$ cat config.mk
export PLATFORM = sky130hd
export DESIGN_NAME = sads_out
export DESIGN_NICKNAME = d
export VERILOG_FILES = /design/src/rtl/core/suffix_automaton_distinct_substrings_unit_assert.svh /design/src/rtl/core/sads_pkg.sv /design/src/rtl/core/sads_out.sv
export SDC_FILE = /design/constraint.sdc
export NUM_CORES = 1
export LEC_CHECK = 0
export BUFFER_PORTS_ARGS = -buffer_cell sky130_fd_sc_hd__buf_2
export CAP_MARGIN = 20
export CORE_MARGIN = 2
export CORE_UTILIZATION = 39
export CTS_CLUSTER_DIAMETER = 40
export DETAILED_ROUTE_END_ITERATION = 12
export PLACE_DENSITY = 0.81
export REMOVE_ABC_BUFFERS = 1
export SYNTH_ARGS = -nofsm -noshare
export SYNTH_HDL_FRONTEND = slang
export SYNTH_SLANG_ARGS = --single-unit
$ cat constraint.sdc
create_clock -name clk_i -period 1.6 [get_ports clk_i]
set_input_delay 0.08 -clock clk_i [delete_from_list [all_inputs] [get_ports clk_i]]
set_output_delay 0.08 -clock clk_i [all_outputs]
set_load 0.03 [all_outputs]
$ cat src/rtl/core/suffix_automaton_distinct_substrings_unit_assert.svh
// Assertion macros for the suffix automaton substring counter.
// Depends on clk_i and rst_ni in the scope of use.
`ifndef SUFFIX_AUTOMATON_DISTINCT_SUBSTRINGS_UNIT_ASSERT_SVH
`define SUFFIX_AUTOMATON_DISTINCT_SUBSTRINGS_UNIT_ASSERT_SVH

// same-cycle implication
`define SADS_ASSERT_IMP(lbl, ante, cons, msg) \
  lbl: assert property (@(posedge clk_i) disable iff (!rst_ni) (ante) |-> (cons)) \
    else $error(msg);

// next-cycle implication
`define SADS_ASSERT_NXT(lbl, ante, cons, msg) \
  lbl: assert property (@(posedge clk_i) disable iff (!rst_ni) (ante) |=> (cons)) \
    else $error(msg);

`endif

$ cat src/rtl/core/sads_pkg.sv
// Shared types, constants and address helper for the suffix automaton counter.
// No dependencies.
package sads_pkg;

  localparam int MAX_SYMBOLS = 4096;
  localparam int ALPHABET    = 26;

  localparam int STATE_CAP = 2 * MAX_SYMBOLS;
  localparam int STATE_W   = $clog2(STATE_CAP);
  localparam int LINK_W    = STATE_W + 1;
  localparam int USED_W    = STATE_W + 1;
  localparam int LEN_W     = $clog2(MAX_SYMBOLS + 1);
  localparam int SEEN_W    = LEN_W;
  localparam int K_W       = $clog2(ALPHABET + 1);
  localparam int TT_DEPTH  = STATE_CAP * ALPHABET;
  localparam int TT_AW     = $clog2(TT_DEPTH);
  localparam int INFO_AW   = STATE_W;
  localparam int COUNT_W   = 24;
  localparam int SYM_W     = 5;

  localparam logic [LINK_W-1:0] LINK_NONE = {1'b1, {STATE_W{1'b0}}};

  typedef struct packed {
    logic             new_string;
    logic [SYM_W-1:0] symbol;
  } in_t;

  typedef struct packed {
    logic [COUNT_W-1:0] distinct_count;
    logic               overflow;
  } out_t;

  typedef struct packed {
    logic [LEN_W-1:0]  len;
    logic [LINK_W-1:0] link;
  } info_t;

  localparam int INFO_W = $bits(info_t);

  typedef struct packed {
    logic               we;
    logic [INFO_AW-1:0] waddr;
    info_t              wdata;
    logic [INFO_AW-1:0] raddr;
  } info_req_t;

  typedef struct packed {
    logic               we;
    logic [TT_AW-1:0]   waddr;
    logic [STATE_W-1:0] wdata;
    logic [TT_AW-1:0]   raddr;
  } tt_req_t;

  typedef enum logic [3:0] {
    S_IDLE, S_CLR, S_DISP, S_A_EV, S_ROWCLR, S_W_RD, S_W_EV, S_Q_EV,
    S_CP, S_R_RD, S_R_EV, S_QL, S_FIN, S_DONE
  } state_e;

  function automatic logic [TT_AW-1:0] tt_addr(logic [STATE_W-1:0] s,
                                               logic [TT_AW-1:0] idx);
    return TT_AW'(s) * TT_AW'(ALPHABET) + idx;
  endfunction

endpackage

$ cat src/rtl/core/sads_out.sv
// Result output register between the sequencer and the downstream port.
// Depends on sads_pkg.
module sads_out (
  input  logic          clk_i,
  input  logic          rst_ni,
  input  logic          res_valid_i,
  input  sads_pkg::out_t res_i,
  output logic          res_stall_o,
  output logic          out_valid_o,
  output sads_pkg::out_t out_o,
  input  logic          out_stall_i
);
  import sads_pkg::*;

  logic out_valid_q, out_valid_d;
  out_t out_q;
  logic load;

  assign res_stall_o = out_valid_q && out_stall_i;
  assign load        = res_valid_i && !res_stall_o;

  always_comb begin
    out_valid_d = out_valid_q;
    if (load) begin
      out_valid_d = 1'b1;
    end else if (!out_stall_i) begin
      out_valid_d = 1'b0;
    end
  end

  always_ff @(posedge clk_i or negedge rst_ni) begin
    if (!rst_ni) begin
      out_valid_q <= 1'b0;
    end else begin
      out_valid_q <= out_valid_d;
    end
  end

  always_ff @(posedge clk_i) begin
    if (load) begin
      out_q <= res_i;
    end
  end

  assign out_valid_o = out_valid_q;
  assign out_o       = out_q;

endmodule

==> results of run 1 <==
## critical path, cell delays in order (launching register included)
cell and delay [ns]:
dfrtp_1 0.43, a21o_1 0.18, dlygate4sd3_1 0.55
## how the worst min path moves through the flow
stage	cells after the start	startpoint	slack [ns]	endpoint
after floorplan	0	rst_ni	-0.22	out_valid_o
after global placement	1	rst_ni	-0.15	out_valid_o
after detailed placement	1	rst_ni	-0.14	out_valid_o
after CTS	2	rst_ni	0.04	out_valid_o
after global routing	2	rst_ni	0.02	out_valid_o
final	2	rst_ni	0.04	out_valid_o
## area by class of cell
type                    count  area share
repair buffers             85       0.396
multi-input cells           3      0.0174
clock buffers               4      0.0252
flip-flops and latches     26       0.538
well taps                  27      0.0234
## repair_timing
| item | in CTS | in global routing |
|---|---|---|
| setup buffers | 0 | 0 |
| hold endpoints to repair | 27 | 0 |
| hold buffers | 28 | 0 |
## state kept, by name, indices dropped and copies added (netlist names)
name and cells:
out_o 25, out_valid_o 1
## power groups by stage
stage	combinational, mW	clock (mW)	sequential, mW
after floorplan	0.0192	0	0.892
after global placement	0.168	0	0.815
after detailed placement	0.170	0	0.815
after CTS	0.223	0.326	0.800
after global routing	0.236	0.354	0.803
final	0.224	0.318	0.799
## Yosys cell counts
| master | count |
|---|---|
| edfxtp_1 | 25 |
| a21boi_2 | 1 |
| a21o_1 | 1 |
| and2_1 | 1 |
| dfrtp_1 | 1 |
## layer usage
layer	global-route usage	wire length (µm)	vias to the layer above
met4	0.0762	59	0
li1	-	-	291
met1	0.165	652	265
met2	0.261	900	40
met3	0.0460	125	6
met5	0	0	-
## cell families (layout without fill, tap and decap cells)
family,Yosys count,count (layout),share of synthesized area
AOI/OAI and AO/OA,2,2,0.0234
buffers and inverters,0,89,0
DFF,26,26,0.969
and+or+nand+nor,1,1,0.00782
## cell usage in the layout, fill, tap and decap left out, drive strengths merged
cell type and instances:
a21boi 1, a21o 1, and2 1, buf 57, clkbuf 4, dfrtp 1, dlygate4sd3 28, edfxtp 25
## per-stage QoR
step | util | power, mW | TNS (ns) | cell area [µm²]
after floorplan | - | 0.911 | -1.94 | 801
after global placement | 0.579 | 0.983 | 0 | 1120
after detailed placement | 0.579 | 0.985 | 0 | 1120
after CTS | 0.742 | 1.35 | 0 | 1440
after global routing | 0.742 | 1.39 | 0 | 1440
final | 0.742 | 1.34 | 0 | 1440
==> impl_metrics.csv, run 1 <==
group,metric,value,unit
power_and_ir_drop,p_sw_frac,0.232,
timing,final.setup_skew,0.00560,ns
global_routing,grt_max_degree,17,
power_and_ir_drop,clockPowerShare,0.237,
global_routing,grt_antenna_before_repair,0,
yosys,synth_area_leaders,"edfxtp_1 (94%), dfrtp_1 (3.1%), a21boi_2 (1.4%), a21o_1 (0.94%), and2_1 (0.78%)",
finish,multiInputGateArea,25.0,µm²
placement,portBuffers,55,
setup_path,arrival,1.47,ns
yosys,yosys_warnings,0,
finish,area_growth,80.0,%
power_and_ir_drop,power.switching,0.312,mW
yosys,yosys.area.top_type,"edfxtp_1",
yosys,syn_area,801,µm²
finish,drive_gt1_frac,0.525,
yosys,synth_top_area_frac,0.938,
finish,seqCellArea,776,µm²
timing,min_period,1.26,ns
setup_path,path_max_fanout,4,
setup_path,rr_endpoint,"out_valid_o",
timing,holdWs,0.0448,ns
yosys,ys_seq_area_frac,0.969,
power_and_ir_drop,pwr_density_cell,930,nW/µm²
drt,dr.pass1.iters,4,
drt,routed_wl,1740,µm
clock_network,h-tree-depth,1,
finish,antenna_cells,0,
worst_hold_path,hold_class,"primary input to async pin",
timing,max_slew_margin,0.869,
setup_path,reg2regPathDepth,2,
die,die_area,2430,µm²
setup_path,worst_setup_path_start_kind,"flop",
power_and_ir_drop,vdd_drop_max,744,µV
setup_path,timing.rr.start,"out_valid_o",
placement,gp_congestion,0.748,
global_routing,grt_use_total,0.151,
setup_path,end_kind,"flop",
power_and_ir_drop,combPwrFrac,0.167,
global_routing,grt_pass1_vias,615,
clock_network,cts_tree,"built",
clock_network,cts-root-buf,"clkbuf_4",
yosys,avgSynthCellArea,27.6,µm²
die,num_rows,16,
timing,setup_viol,0,
die,start_util,0.412,
setup_path,endpoint,"out_valid_o",
die,io_pins,56,
power_and_ir_drop,leakagePower,0.624,nW
timing,rsz0062_at_grt,"no",
power_and_ir_drop,seqPwrFrac,0.596,
global_routing,grt_overflow,0,
setup_path,cp.required,1.81,ns
global_routing,grt_pass1_wl,2590,µm
timing,worst_pin_slew,0.197,ns
clock_network,clk_latency,0.31,ns
power_and_ir_drop,internal_power,1.03,mW
timing,finalCritPeriodShare,0.788,
clock_network,cts_resized,0,
drt,drtIter0Drc,5,
placement,dp.cells,113,
timing,layout_setup_ws,0.339,ns
drt,drtAntennaViolNets,0,
drt,num_vias,602,
drt,via_per_inst,4.15,
setup_path,startpoint,"out_valid_o",
setup_path,rrSetupSlack,0.34,ns
yosys,synth.distinct_cells,5,
job,maxCapViolations,0,
drt,wl_per_cell,12.0,µm
timing,fmax,0.793,GHz
timing,hold_viol,0,
yosys,syn_inst,29,
clock_network,cts.sinks,26,
clock_network,ctsLongestPathBuffers,2,
die,die_h,49.3,µm
setup_path,criticalPathCategory,"flop to flop",
die,die_width,49.3,µm
drt,remaining_drc_errors,0,
timing,slew_violations,0,
clock_network,cts-buffers-inserted,3,
run_status,status,"completed",
finish,nets,148,
placement,dp_slack,0.483,ns
yosys,ys_ff_latch,26,
clock_network,clk_pin_slew,0.13,ns
finish,instances_no_fill,145,
finish,fillers,129,
die,core_area,1940,µm²
No activity file was read; power rests on OpenSTA's default activity.
==> run 2: changes to the inputs <==
--- a/config.mk
+++ b/config.mk
@@ -8,10 +8,10 @@
 export BUFFER_PORTS_ARGS = -buffer_cell sky130_fd_sc_hd__buf_2
 export CAP_MARGIN = 20
 export CORE_MARGIN = 2
-export CORE_UTILIZATION = 39
+export CORE_UTILIZATION = 35
 export CTS_CLUSTER_DIAMETER = 40
 export DETAILED_ROUTE_END_ITERATION = 12
-export PLACE_DENSITY = 0.81
+export PLACE_DENSITY = 0.77
 export REMOVE_ABC_BUFFERS = 1
 export SYNTH_ARGS = -nofsm -noshare
 export SYNTH_HDL_FRONTEND = slang
==> constraint.sdc (replaced) <==
create_clock -name clk_i -period 1.1 [get_ports clk_i]
set_input_delay 0.055 -clock clk_i [delete_from_list [all_inputs] [get_ports clk_i]]
set_output_delay 0.055 -clock clk_i [all_outputs]
set_load 0.03 [all_outputs]
==> run 2 against run 1 <==
The flow now finishes with violations (negative setup slack). Clock skew increased by 0.0029 ns. Die area increased by 10%. Power increased by 43%. Critical path depth increased by 1. Clock-buffer cell count unchanged. Hold slack got worse by 0.0034 ns. Sequential share of layout area decreased by 1.5 points.
==> impl_metrics.csv, run 2 (same netlist as run 1, synthesis figures left out) <==
group,metric,value,unit
run_status,status,"complete, but fails checks",
run_status,violations,"negative setup slack",
global_routing,grt_pass1_wl,2870,µm
setup_path,criticalPathCategory,"flop to flop",
drt,via_per_inst,4.26,
power_and_ir_drop,pwr_density_cell,1290,nW/µm²
global_routing,grt_pass1_vias,669,
drt,wl_per_cell,13.1,µm
die,start_util,0.366,
die,io_pins,56,
timing,min_period,1.19,ns
setup_path,cp.required,1.13,ns
finish,drive_gt1_frac,0.545,
clock_network,ctsLongestPathBuffers,2,
timing,setup_viol,26,
power_and_ir_drop,vdd_drop_max,1080,µV
die,num_rows,17,
drt,drtIter0Drc,10,
timing,final.setup_skew,0.00855,ns
worst_hold_path,holdPathStages,2,
die,core_area,2190,µm²
clock_network,clk_pin_slew,0.12,ns
timing,fin_tns_setup,-2.11,ns
finish,final_cell_mix,"buf_2 (54), dlygate4sd3_1 (27), edfxtp_1 (25)",
setup_path,timing.rr.start,"out_valid_o",
timing,slew_violations,0,
clock_network,h-tree-depth,1,
drt,route.met3.wl,207,µm
setup_path,arrival,1.23,ns
timing,layout_setup_ws,-0.0917,ns
placement,portBuffers,55,
timing,worst_pin_slew,0.210,ns
finish,largest_reg_flops,25,
worst_hold_path,hp-start,"out_stall_i",
finish,area_growth,85.3,%
drt,remaining_drc_errors,0,
die,die_area,2690,µm²
finish,stdcell_area,1480,µm²
timing,rsz0062_at_grt,"yes",
global_routing,grt_use_total,0.157,
job,maxCapViolations,0,
finish,final_common_cell,"buf_2",
global_routing,grt_antenna_before_repair,0,
setup_path,rrSetupSlack,-0.09,ns
die,die_width,51.8,µm
die,die_h,51.8,µm
power_and_ir_drop,power.total,1.91,mW
setup_path,end_kind,"flop",
clock_network,cts-root-buf,"clkbuf_4",
worst_hold_path,hold-path-endpoint,"out_valid_o",
finish,antenna_cells,0,
worst_hold_path,hold_class,"primary input to flop",
timing,finalCritPeriodShare,1.08,
drt,num_vias,634,
drt,drtAntennaViolNets,0,
placement,gp_congestion,0.644,
drt,top_layer,"met4",
finish,fillers,145,
placement,placed_area,1130,µm²
clock_network,cts-buffers-inserted,3,
clock_network,cts.sinks,26,
drt,wl_met1,701,µm
clock_network,cts_tree,"built",
setup_path,worst_setup_path_start_kind,"flop",
clock_network,clk_latency,0.31,ns
global_routing,grt_max_degree,15,
timing,fmax,0.839,GHz
finish,nets,151,
power_and_ir_drop,leakagePower,0.647,nW
setup_path,rr_endpoint,"out_o[21]",
placement,dp_slack,0.00801,ns
drt,dr.pass1.iters,4,
drt,routed_wl,1950,µm
timing,max_slew_margin,0.859,
setup_path,reg2regPathDepth,3,
drt,wl_met2,1030,µm
global_routing,grt_overflow,0,
setup_path,path_max_fanout,7,
timing,hold_viol,0,
==> run 2: final cells by class <==
class / count / area (µm²) / share of cell area
Sequential cell: 26 / 776 / 0.523
Clock buffer: 4 / 26.3 / 0.0177
Timing Repair Buffer: 88 / 612 / 0.412
Tap cell: 28 / 35.0 / 0.0236
Multi-Input combinational cell: 3 / 35.0 / 0.0236
==> run 2: worst max path at each step <==
stage | startpoint | cells after the start | end
2_1_floorplan | out_valid_o | 1 | out_o[0]
3_3_place_gp | out_valid_o | 2 | out_o[12]
3_5_place_dp | out_valid_o | 2 | out_o[14]
4_1_cts | out_valid_o | 3 | out_o[14]
5_1_grt | out_valid_o | 3 | res_stall_o
6_report | out_valid_o | 3 | out_o[21]
==> run 2: what timing repair did <==
| action | in CTS | in global routing |
|---|---|---|
| gates cloned | 2 | 0 |
| gates resized for setup | 10 | 0 |
| setup buffers | 1 | 0 |
| pin swaps | 1 | 0 |
| endpoints found under the setup margin | 14 | 27 |
| hold buffers | 27 | 0 |
| endpoints found under the hold margin | 27 | 0 |
==> run 2: critical path: stages (launching register included) <==
cell	delay, ns
dfrtp_1	0.40
buf_4	0.14
a21boi_4	0.21
buf_6	0.17
==> run 2: per-layer routing <==
layer | track usage | up-vias
li1 | - | 301
met1 | 0.154 | 292
met2 | 0.285 | 39
met3 | 0.0489 | 2
met4 | 0.0921 | 0
met5 | 0 | -
==> run 2: power breakdown <==
group          internal (mW)  switching [mW]
logic                  0.168           0.194
registers               1.15          0.0125
clock network          0.141           0.250
==> run 2: through the flow <==
stage / utilization / instances / hold WS (ns)
2_1_floorplan: - / 29 / -0.241
5_1_grt: 0.677 / 149 / 0.0367
4_1_cts: 0.677 / 149 / 0.00413
6_report: 0.677 / 149 / 0.0414
3_3_place_gp: 0.517 / 115 / -0.169
3_5_place_dp: 0.517 / 115 / -0.169
