### config.mk
export PLATFORM = sky130hd
export DESIGN_NAME = sads_ram
export DESIGN_NICKNAME = d
export VERILOG_FILES = /design/src/rtl/core/suffix_automaton_distinct_substrings_unit_assert.svh /design/src/rtl/core/sads_ram.sv
export SDC_FILE = /design/constraint.sdc
export NUM_CORES = 1
export LEC_CHECK = 0
export BUFFER_PORTS_ARGS = -buffer_cell sky130_fd_sc_hd__buf_2
export CAP_MARGIN = 5
export CORE_MARGIN = 3
export CORE_UTILIZATION = 60
export DETAILED_ROUTE_END_ITERATION = 8
export GPL_TIMING_DRIVEN = 0
export HOLD_SLACK_MARGIN = 0.02
export PLACE_DENSITY = 0.78
export SYNTH_ARGS = -nofsm -noshare
export SYNTH_HDL_FRONTEND = slang
export SYNTH_SLANG_ARGS = --single-unit
### constraint.sdc
create_clock -name clk_i -period 2.4 [get_ports clk_i]
set_input_delay 0.24 -clock clk_i [delete_from_list [all_inputs] [get_ports clk_i]]
set_output_delay 0.24 -clock clk_i [all_outputs]
set_load 0.02 [all_outputs]
### src/rtl/core/suffix_automaton_distinct_substrings_unit_assert.svh
// Assertion macros for the suffix automaton substring counter.
// Depends on clk_i and rst_ni in the scope of use.
`ifndef SUFFIX_AUTOMATON_DISTINCT_SUBSTRINGS_UNIT_ASSERT_SVH
`define SUFFIX_AUTOMATON_DISTINCT_SUBSTRINGS_UNIT_ASSERT_SVH

// same-cycle implication
`define SADS_ASSERT_IMP(lbl, ante, cons, msg) \
  lbl: assert property (@(posedge clk_i) disable iff (!rst_ni) (ante) |-> (cons)) \
    else $error(msg);

// next-cycle implication
`define SADS_ASSERT_NXT(lbl, ante, cons, msg) \
  lbl: assert property (@(posedge clk_i) disable iff (!rst_ni) (ante) |=> (cons)) \
    else $error(msg);

`endif

### src/rtl/core/sads_ram.sv
// Generic single-write, single-read RAM with registered read data.
// No dependencies.
module sads_ram #(
  parameter int WIDTH = 8,
  parameter int DEPTH = 16
) (
  input  logic                     clk_i,
  input  logic                     we_i,
  input  logic [$clog2(DEPTH)-1:0] waddr_i,
  input  logic [WIDTH-1:0]         wdata_i,
  input  logic [$clog2(DEPTH)-1:0] raddr_i,
  output logic [WIDTH-1:0]         rdata_o
);

  logic [WIDTH-1:0] mem_q [DEPTH];

  always_ff @(posedge clk_i) begin
    if (we_i) begin
      mem_q[waddr_i] <= wdata_i;
    end
    rdata_o <= mem_q[raddr_i];
  end

endmodule

==> results of run 1 <==
[path summary, 6_finish.rpt]
kind	cells past startpoint	from	to	slack [ps]
hold / removal	1	wdata_i[3]	mem_q[1][3]	120
setup / recovery	3	waddr_i[2]	mem_q[8][3]	900
setup reg to reg	3	mem_q[3][6]	rdata_o[6]	1010
hold reg to reg	3	mem_q[11][2]	rdata_o[2]	690
[cell usage in the layout, fill, tap and decap left out]
master,instances
clkinvlp_4,3
clkinv_2,4
bufinv_16,5
clkbuf_16,16
buf_2,27
nor2_1,13
nor2b_1,1
clkbuf_1,1
buf_4,1
mux4_1,14
clkdlybuf4s25_2,3
clkinv_4,1
clkbuf_4,1
mux4_2,18
or3b_2,1
a22oi_1,16
nand2_1,9
clkbuf_8,2
and2_1,1
dfxtp_1,8
buf_6,3
edfxtp_1,128
nand2b_1,2
nand3b_1,2
nand3_1,1
nor3_1,4
and2b_1,1
[critical path: cells and delay by family]
kind / cells / cell delay (ps)
simple gates: 2 / 1260
buf+inv: 1 / 110
[stage by stage]
step / setup WS [ps] / utilization / cells
6_report: 895 / 0.731 / 391
2_1_floorplan: 667 / - / 229
4_1_cts: 573 / 0.730 / 390
3_3_place_gp: 126 / 0.654 / 358
3_5_place_dp: 92.1 / 0.654 / 358
5_1_grt: 833 / 0.731 / 391
[cells by family (layout without fill, tap and decap cells)]
kind of cell	Yosys count	in the layout	share of synthesized area
muxes	32	32	0.150
buffers and inverters	10	67	0.0168
DFF	136	136	0.778
AOI/OAI and AO/OA	16	16	0.0233
and+or+nand+nor	35	35	0.0318
[power by group through the flow]
| stage | registers [mW] | clock network [mW] | logic [mW] |
|---|---|---|---|
| floorplan | 2.74 | 0 | 0.135 |
| global placement | 2.71 | 0 | 0.258 |
| detailed placement | 2.72 | 0 | 0.265 |
| CTS | 2.67 | 2.75 | 0.271 |
| global route | 2.67 | 2.87 | 0.290 |
| finish | 2.67 | 2.73 | 0.270 |
[flip-flops by register name, indices dropped and copies added, names as in the netlist]
name	flops
mem_q	128
rdata_o	8
[area by class of cell]
class	count	area [sq um]
timing repair buffer	25	128
clock buffer	19	432
multi-input combinational	83	1060
tap	105	131
sequential	136	4000
buffer	10	86.3
clock inverter	13	201
fill	451	2220
[metal layers]
| metal | vias up | wire (um) | track usage | share of wire |
|---|---|---|---|---|
| met5 | - | 0 | 0 | 0 |
| met4 | 0 | 210 | 0.0914 | 0.021 |
| met3 | 14 | 759 | 0.0679 | 0.076 |
| met2 | 138 | 4940 | 0.345 | 0.49 |
| met1 | 1284 | 4140 | 0.313 | 0.41 |
| li1 | 1069 | - | - | - |
==> results.cfg, run 1 <==
[clock_tree]
post_cts_resized = 0
clock_latency_ps = 510
cts_tree = yes
htreeDepth = 4
root_buffer = clkbuf_8
clock_sinks = 136
cts_buffers = 17
clock_path_buffers = 2
holdBufCountCts = 0
cts_setup_buffers = 0
clkTransAtPathRegs_ps = 60

[detailed_routing]
routed_wl_um = 10000
ant_nets = 0
via_per_inst = 6.41
wl_per_cell_um = 25.7
vias = 2505
drt_iter0_drc = 296
drt_drc_violations_left = 0
dr.pass1.iters = 5

[timing]
skew_ps = 8.17
rsz0062_at_grt = false
period_share = 0.627
worst_pin_slew_ps = 1270
min_period_ps = 1500
relSlewSlack = 0.145
fmax_ghz = 0.665
hold_viol = 0
timing.hold.ws_ps = 121
slew_violations = 0
setup_violations = 0
fin_tns_setup_ps = 0

[synth]
yosysTopAreaCell = edfxtp_1
synth-edff-count = 128
ys_ff_latch = 136
yosysMostFrequentCell = edfxtp_1
async_flop_share = 0
ys.warnings.count = 0
synth_cell_types = 19
synthTopCellsByArea = edfxtp_1, mux4_2, mux4_1, dfxtp_1, a22oi_1
synthCells = 229
synth_top_cell_area_share = 0.747
synth.avg_cell_area_sq_um = 22.5
syn_nets = 247
ys.flop_type = edfxtp_1
mappedNetlistArea_sq_um = 5150
synthTopCellsByCount = edfxtp_1, mux4_2, a22oi_1, mux4_1, nor2_1
ys_seq_area_frac = 0.778

[pwr]
powerDensity_nw_per_um2 = 938
p_clk_frac = 0.481
p_leak_nw = 2.05
total_power_mw = 5.67
p_seq_frac = 0.471
switching_share = 0.193
internal_power_mw = 4.57
ir_worst_vdd_mv = 0.715
power_frac_comb = 0.048
p_sw_mw = 1.09

[critical_path]
start_kind = input pin
crit_path_max_fanout = 8
path_cells = buf_2 -> nand3b_1 -> nor3_1
crit_type = in2reg
cp_slowest_cell = nor3_1
worstPathArrival_ps = 1620
end_kind = register
cpPeakStageDelay_ps = 990
required_ps = 2520

[die]
core_sq_um = 8260
initial_core_util = 0.623
io_pins = 26
die_h_um = 98.6
fp-row-count = 33
die_area_sq_um = 9730
fp.dieW_um = 98.6

[placement]
gp_congestion = 0.714
port_buffers = 24
dpl_cell_area_sq_um = 5400
post-dp-hpwl_um = 5730

[finish]
final_nets = 291
stdcell_area_sq_um = 6040
area_growth_pct = 17.3
num_antenna_cells = 0
drive_gt1_frac = 0.297

[run]
maxCapViolCount = 0

[status]
outcome = finished, final reports clean

[global_routing]
grt_pass1_wl_um = 15200
grt_pass1_vias = 2501
grt_overflow = 0
gr-usage-all-layers = 0.226
grt_max_degree = 17
antenna_found_initial = 0

[min_path]
hold_class = in2reg
Note: power is estimated with default switching activity, not from simulation.
==> run 2, diff against run 1 <==
clock period = 1.5 ns   (was 2.4 ns; I/O delays follow)
==> results.cfg, run 2 (synthesized netlist as in run 1, its figures left out) <==
[status]
outcome = finished, final reports clean

[timing]
rsz0062_at_grt = false
period_share = 0.956
min_period_ps = 1430
hold_viol = 0
relSlewSlack = 0.133
fmax_ghz = 0.698
slew_violations = 0
setup_violations = 0
skew_ps = 11.6
fin_tns_setup_ps = 0
timing.hold.ws_ps = 33.9
worst_pin_slew_ps = 1290

[detailed_routing]
drt_drc_violations_left = 0
dr.pass1.iters = 5
wl_per_cell_um = 24.9
via_per_inst = 6.56
drt_iter0_drc = 308
wl_met2_um = 4700
wl_met1_um = 3910
vias = 2565
wl_met3_um = 929
routed_wl_um = 9750
top_layer = met4
ant_nets = 0

[clock_tree]
clock_sinks = 136
clock_path_buffers = 2
root_buffer = clkbuf_8
clock_latency_ps = 520
holdBufCountCts = 0
cts_buffers = 17
post_cts_resized = 0
htreeDepth = 4
cts_tree = yes
cts_setup_buffers = 0
clkTransAtPathRegs_ps = 60

[die]
fp-row-count = 33
die_h_um = 98.6
core_sq_um = 8260
die_area_sq_um = 9730
fp.dieW_um = 98.6
initial_core_util = 0.623
io_pins = 26

[placement]
gp_congestion = 0.713
port_buffers = 24
placed_cells = 358
post-dp-hpwl_um = 5940

[finish]
final_cell_mix = edfxtp_1, buf_2, mux4_2
reg_top3 = mem_q (128), rdata_o (8)
drive_gt1_frac = 0.297
area_growth_pct = 16.5
largest_register_ffs = 128
utilization = 0.726
regMostFlops = mem_q
num_antenna_cells = 0
final_nets = 291
final_common_cell = edfxtp_1
final_cells = 391

[pwr]
ir_worst_vdd_mv = 1.73
p_leak_nw = 2.03
powerDensity_nw_per_um2 = 1450
total_power_mw = 8.72

[critical_path]
ff2ff_setup_slack_ps = 100
crit_path_max_fanout = 8
worstPathArrival_ps = 1550
reg2reg_to = rdata_o[2]
required_ps = 1620
start_kind = input pin
reg2reg_depth = 3
end_kind = register
r2r-start = mem_q[4][2]
crit_type = in2reg

[min_path]
whs_endpoint = mem_q[6][6]
worstHoldStart = wdata_i[6]
hold_class = in2reg
min_path_cells = 1

[global_routing]
grt_overflow = 0
grt_pass1_vias = 2507
grt_max_degree = 17
gr-usage-all-layers = 0.221
antenna_found_initial = 0
grt_pass1_wl_um = 14900

[run]
maxCapViolCount = 0
run 2: cell count changes in the layout (fill, tap and decap cells not counted):
cell	change
bufinv_16	-2
clkinv_4	+2
buf_4	+1
clkbuf_1	+1
clkbuf_4	-1
clkinvlp_4	-1
nor3_1	-1
nor3_2	+1
run 2: per-stage QoR:
step | area (sq um) | setup WS, ps
global placement | 5400 | -437
CTS | 5990 | 106
detailed placement | 5400 | -410
finish | 6000 | 66.5
floorplan | 5150 | 83.9
global route | 6000 | 46.1
run 2: worst max path at each step:
stage / end / start / slack (ps) / cells after the start
3_5_place_dp: mem_q[8][3] / waddr_i[2] / -410 / 3
3_3_place_gp: mem_q[8][3] / waddr_i[2] / -440 / 3
2_1_floorplan: mem_q[3][0] / waddr_i[2] / 80 / 2
5_1_grt: mem_q[8][0] / waddr_i[2] / 50 / 3
4_1_cts: mem_q[8][5] / waddr_i[2] / 110 / 3
6_report: mem_q[8][0] / waddr_i[2] / 70 / 3
run 2: layer usage:
metal | global-route usage | up-vias
li1 | - | 1063
met1 | 0.318 | 1317
met2 | 0.329 | 159
met3 | 0.0594 | 26
met4 | 0.0872 | 0
met5 | 0 | -
run 2: worst max-delay path: stages:
cell and delay (ps):
buf_2 110, nand3b_1 260, nor3_1 1030
run 2: cell type report:
| class | count | area, sq um |
|---|---|---|
| flip-flops and latches | 136 | 4000 |
| fillers | 474 | 2260 |
| multi-input cells | 83 | 1060 |
| clock buffers | 20 | 435 |
| clock inverters | 12 | 151 |
| well taps | 105 | 131 |
| repair buffers | 25 | 128 |
| plain buffers | 10 | 86.3 |
run 2: where the power goes:
group	leakage (nW)	switching, mW	internal (mW)
Combinational	0.521	0.261	0.170
Clock	0.285	1.45	2.57
Sequential	1.22	0.0208	4.25
Total	2.03	1.73	6.99
==> run 3, diff against run 2 <==
CORE_MARGIN = 1.5   (was 3)
CORE_UTILIZATION = 65   (was 60)
MAX_ROUTING_LAYER = met4   (was not set)
PLACE_DENSITY = 0.84   (was 0.78)
clock period = 1.8 ns   (was 1.5 ns; I/O delays follow)
==> results.cfg, run 3 (synthesized netlist as in run 1, its figures left out) <==
[die]
die_area_sq_um = 8460
fp-row-count = 32
io_pins = 26
core_sq_um = 7690
fp.dieW_um = 92.0
die_h_um = 92.0
initial_core_util = 0.670

[placement]
gp_congestion = 0.793
post-dp-hpwl_um = 5910
place_worst_setup_slack_ps = -413
port_buffers = 24

[finish]
reg_top3 = mem_q (128), rdata_o (8)
largest_register_ffs = 128
area_growth_pct = 17.5
drive_gt1_frac = 0.303
final_common_cell = edfxtp_1
num_antenna_cells = 0
final_cell_mix = edfxtp_1, buf_2, mux4_2
regMostFlops = mem_q
utilization = 0.787
final_nets = 292

[global_routing]
gr-usage-all-layers = 0.283
antenna_found_initial = 0
top_usage_layer = met2
met3_usage = 0.0879
grt_pass1_wl_um = 15700
grt_overflow = 0
use_met2 = 0.405
grt_pass1_vias = 2571
grt_max_degree = 17
use_met1 = 0.401

[detailed_routing]
wl_per_cell_um = 26.6
vias = 2510
dr.pass1.iters = 5
via_per_inst = 6.45
drt_iter0_drc = 280
routed_wl_um = 10300
drt_drc_violations_left = 0
ant_nets = 0

[clock_tree]
cts_setup_buffers = 0
cts_buffers = 17
post_cts_resized = 0
root_buffer = clkbuf_8
clkTransAtPathRegs_ps = 60
htreeDepth = 4
cts_tree = yes
clock_latency_ps = 520
clock_sinks = 136
holdBufCountCts = 0
clock_path_buffers = 2

[timing]
min_period_ps = 1440
setup_violations = 0
timing.hold.ws_ps = 65.4
fmax_ghz = 0.695
relSlewSlack = 0.162
skew_ps = 6.94
worst_pin_slew_ps = 1250
fin_ws_ps = 360
hold_viol = 0
rsz0062_at_grt = false
slew_violations = 0
period_share = 0.800

[critical_path]
reg2reg_to = rdata_o[7]
cpPeakStageDelay_ps = 480
end_kind = register
path_cells = mux4_2 -> a22oi_1 -> nand2_1
r2r-start = mem_q[0][7]
ff2ff_setup_slack_ps = 360
worstPathArrival_ps = 1840
start_kind = register
cp_slowest_cell = mux4_2
required_ps = 2200
crit_path_max_fanout = 1
cp-startpoint = mem_q[0][7]
crit_type = reg2reg
reg2reg_depth = 3

[run]
maxCapViolCount = 0

[pwr]
p_sw_mw = 1.55
p_leak_nw = 2.06
power_frac_comb = 0.047
p_clk_frac = 0.486
ir_worst_vdd_mv = 0.904
total_power_mw = 7.63
internal_power_mw = 6.08
switching_share = 0.203
powerDensity_nw_per_um2 = 1260
p_seq_frac = 0.467

[min_path]
worstHoldStart = wdata_i[4]
min_path_cells = 1
whs_endpoint = mem_q[6][4]
hold_class = in2reg

[status]
outcome = finished, final reports clean
## run 3: worst max path at each step
stage          cells after the start           to
6_report                           3   rdata_o[7]
3_3_place_gp                       3  mem_q[0][0]
5_1_grt                            3  mem_q[4][2]
2_1_floorplan                      2  mem_q[0][0]
4_1_cts                            3  mem_q[0][2]
3_5_place_dp                       3  mem_q[0][7]
## run 3: routing by layer
layer	vias to the layer above	wire, um
li1	1068	-
met1	1303	4290
met2	128	5060
met3	11	812
met4	0	182
met5	-	0
## run 3: power by group through the flow
| stage | Combinational (mW) | Clock (mW) | Sequential (mW) |
|---|---|---|---|
| final | 0.362 | 3.71 | 3.56 |
| after global routing | 0.384 | 3.87 | 3.57 |
| after CTS | 0.361 | 3.73 | 3.56 |
| after detailed placement | 0.354 | 0 | 3.62 |
| after global placement | 0.341 | 0 | 3.62 |
| after floorplan | 0.180 | 0 | 3.65 |
## run 3: through the flow
step                cells  instance area, sq um  setup TNS [ps]
detailed placement    355                  5400           -5950
global placement      355                  5400           -4660
CTS                   387                  6030               0
finish                389                  6050               0
floorplan             229                  5150               0
global route          389                  6050               0
## run 3: worst max-delay path, delay by kind of cell (launching register included)
kind / cells / cell delay, ps
AOI/OAI and AO/OA: 1 / 340
muxes: 1 / 480
DFF: 1 / 410
and+or+nand+nor: 1 / 100
## run 3: cell type report
type                    count  area [sq um]
plain buffers              10          86.3
well taps                 102           128
clock buffers              17           414
flip-flops and latches    136          4000
fillers                   394          1640
clock inverters            15           224
multi-input cells          83          1060
repair buffers             26           135
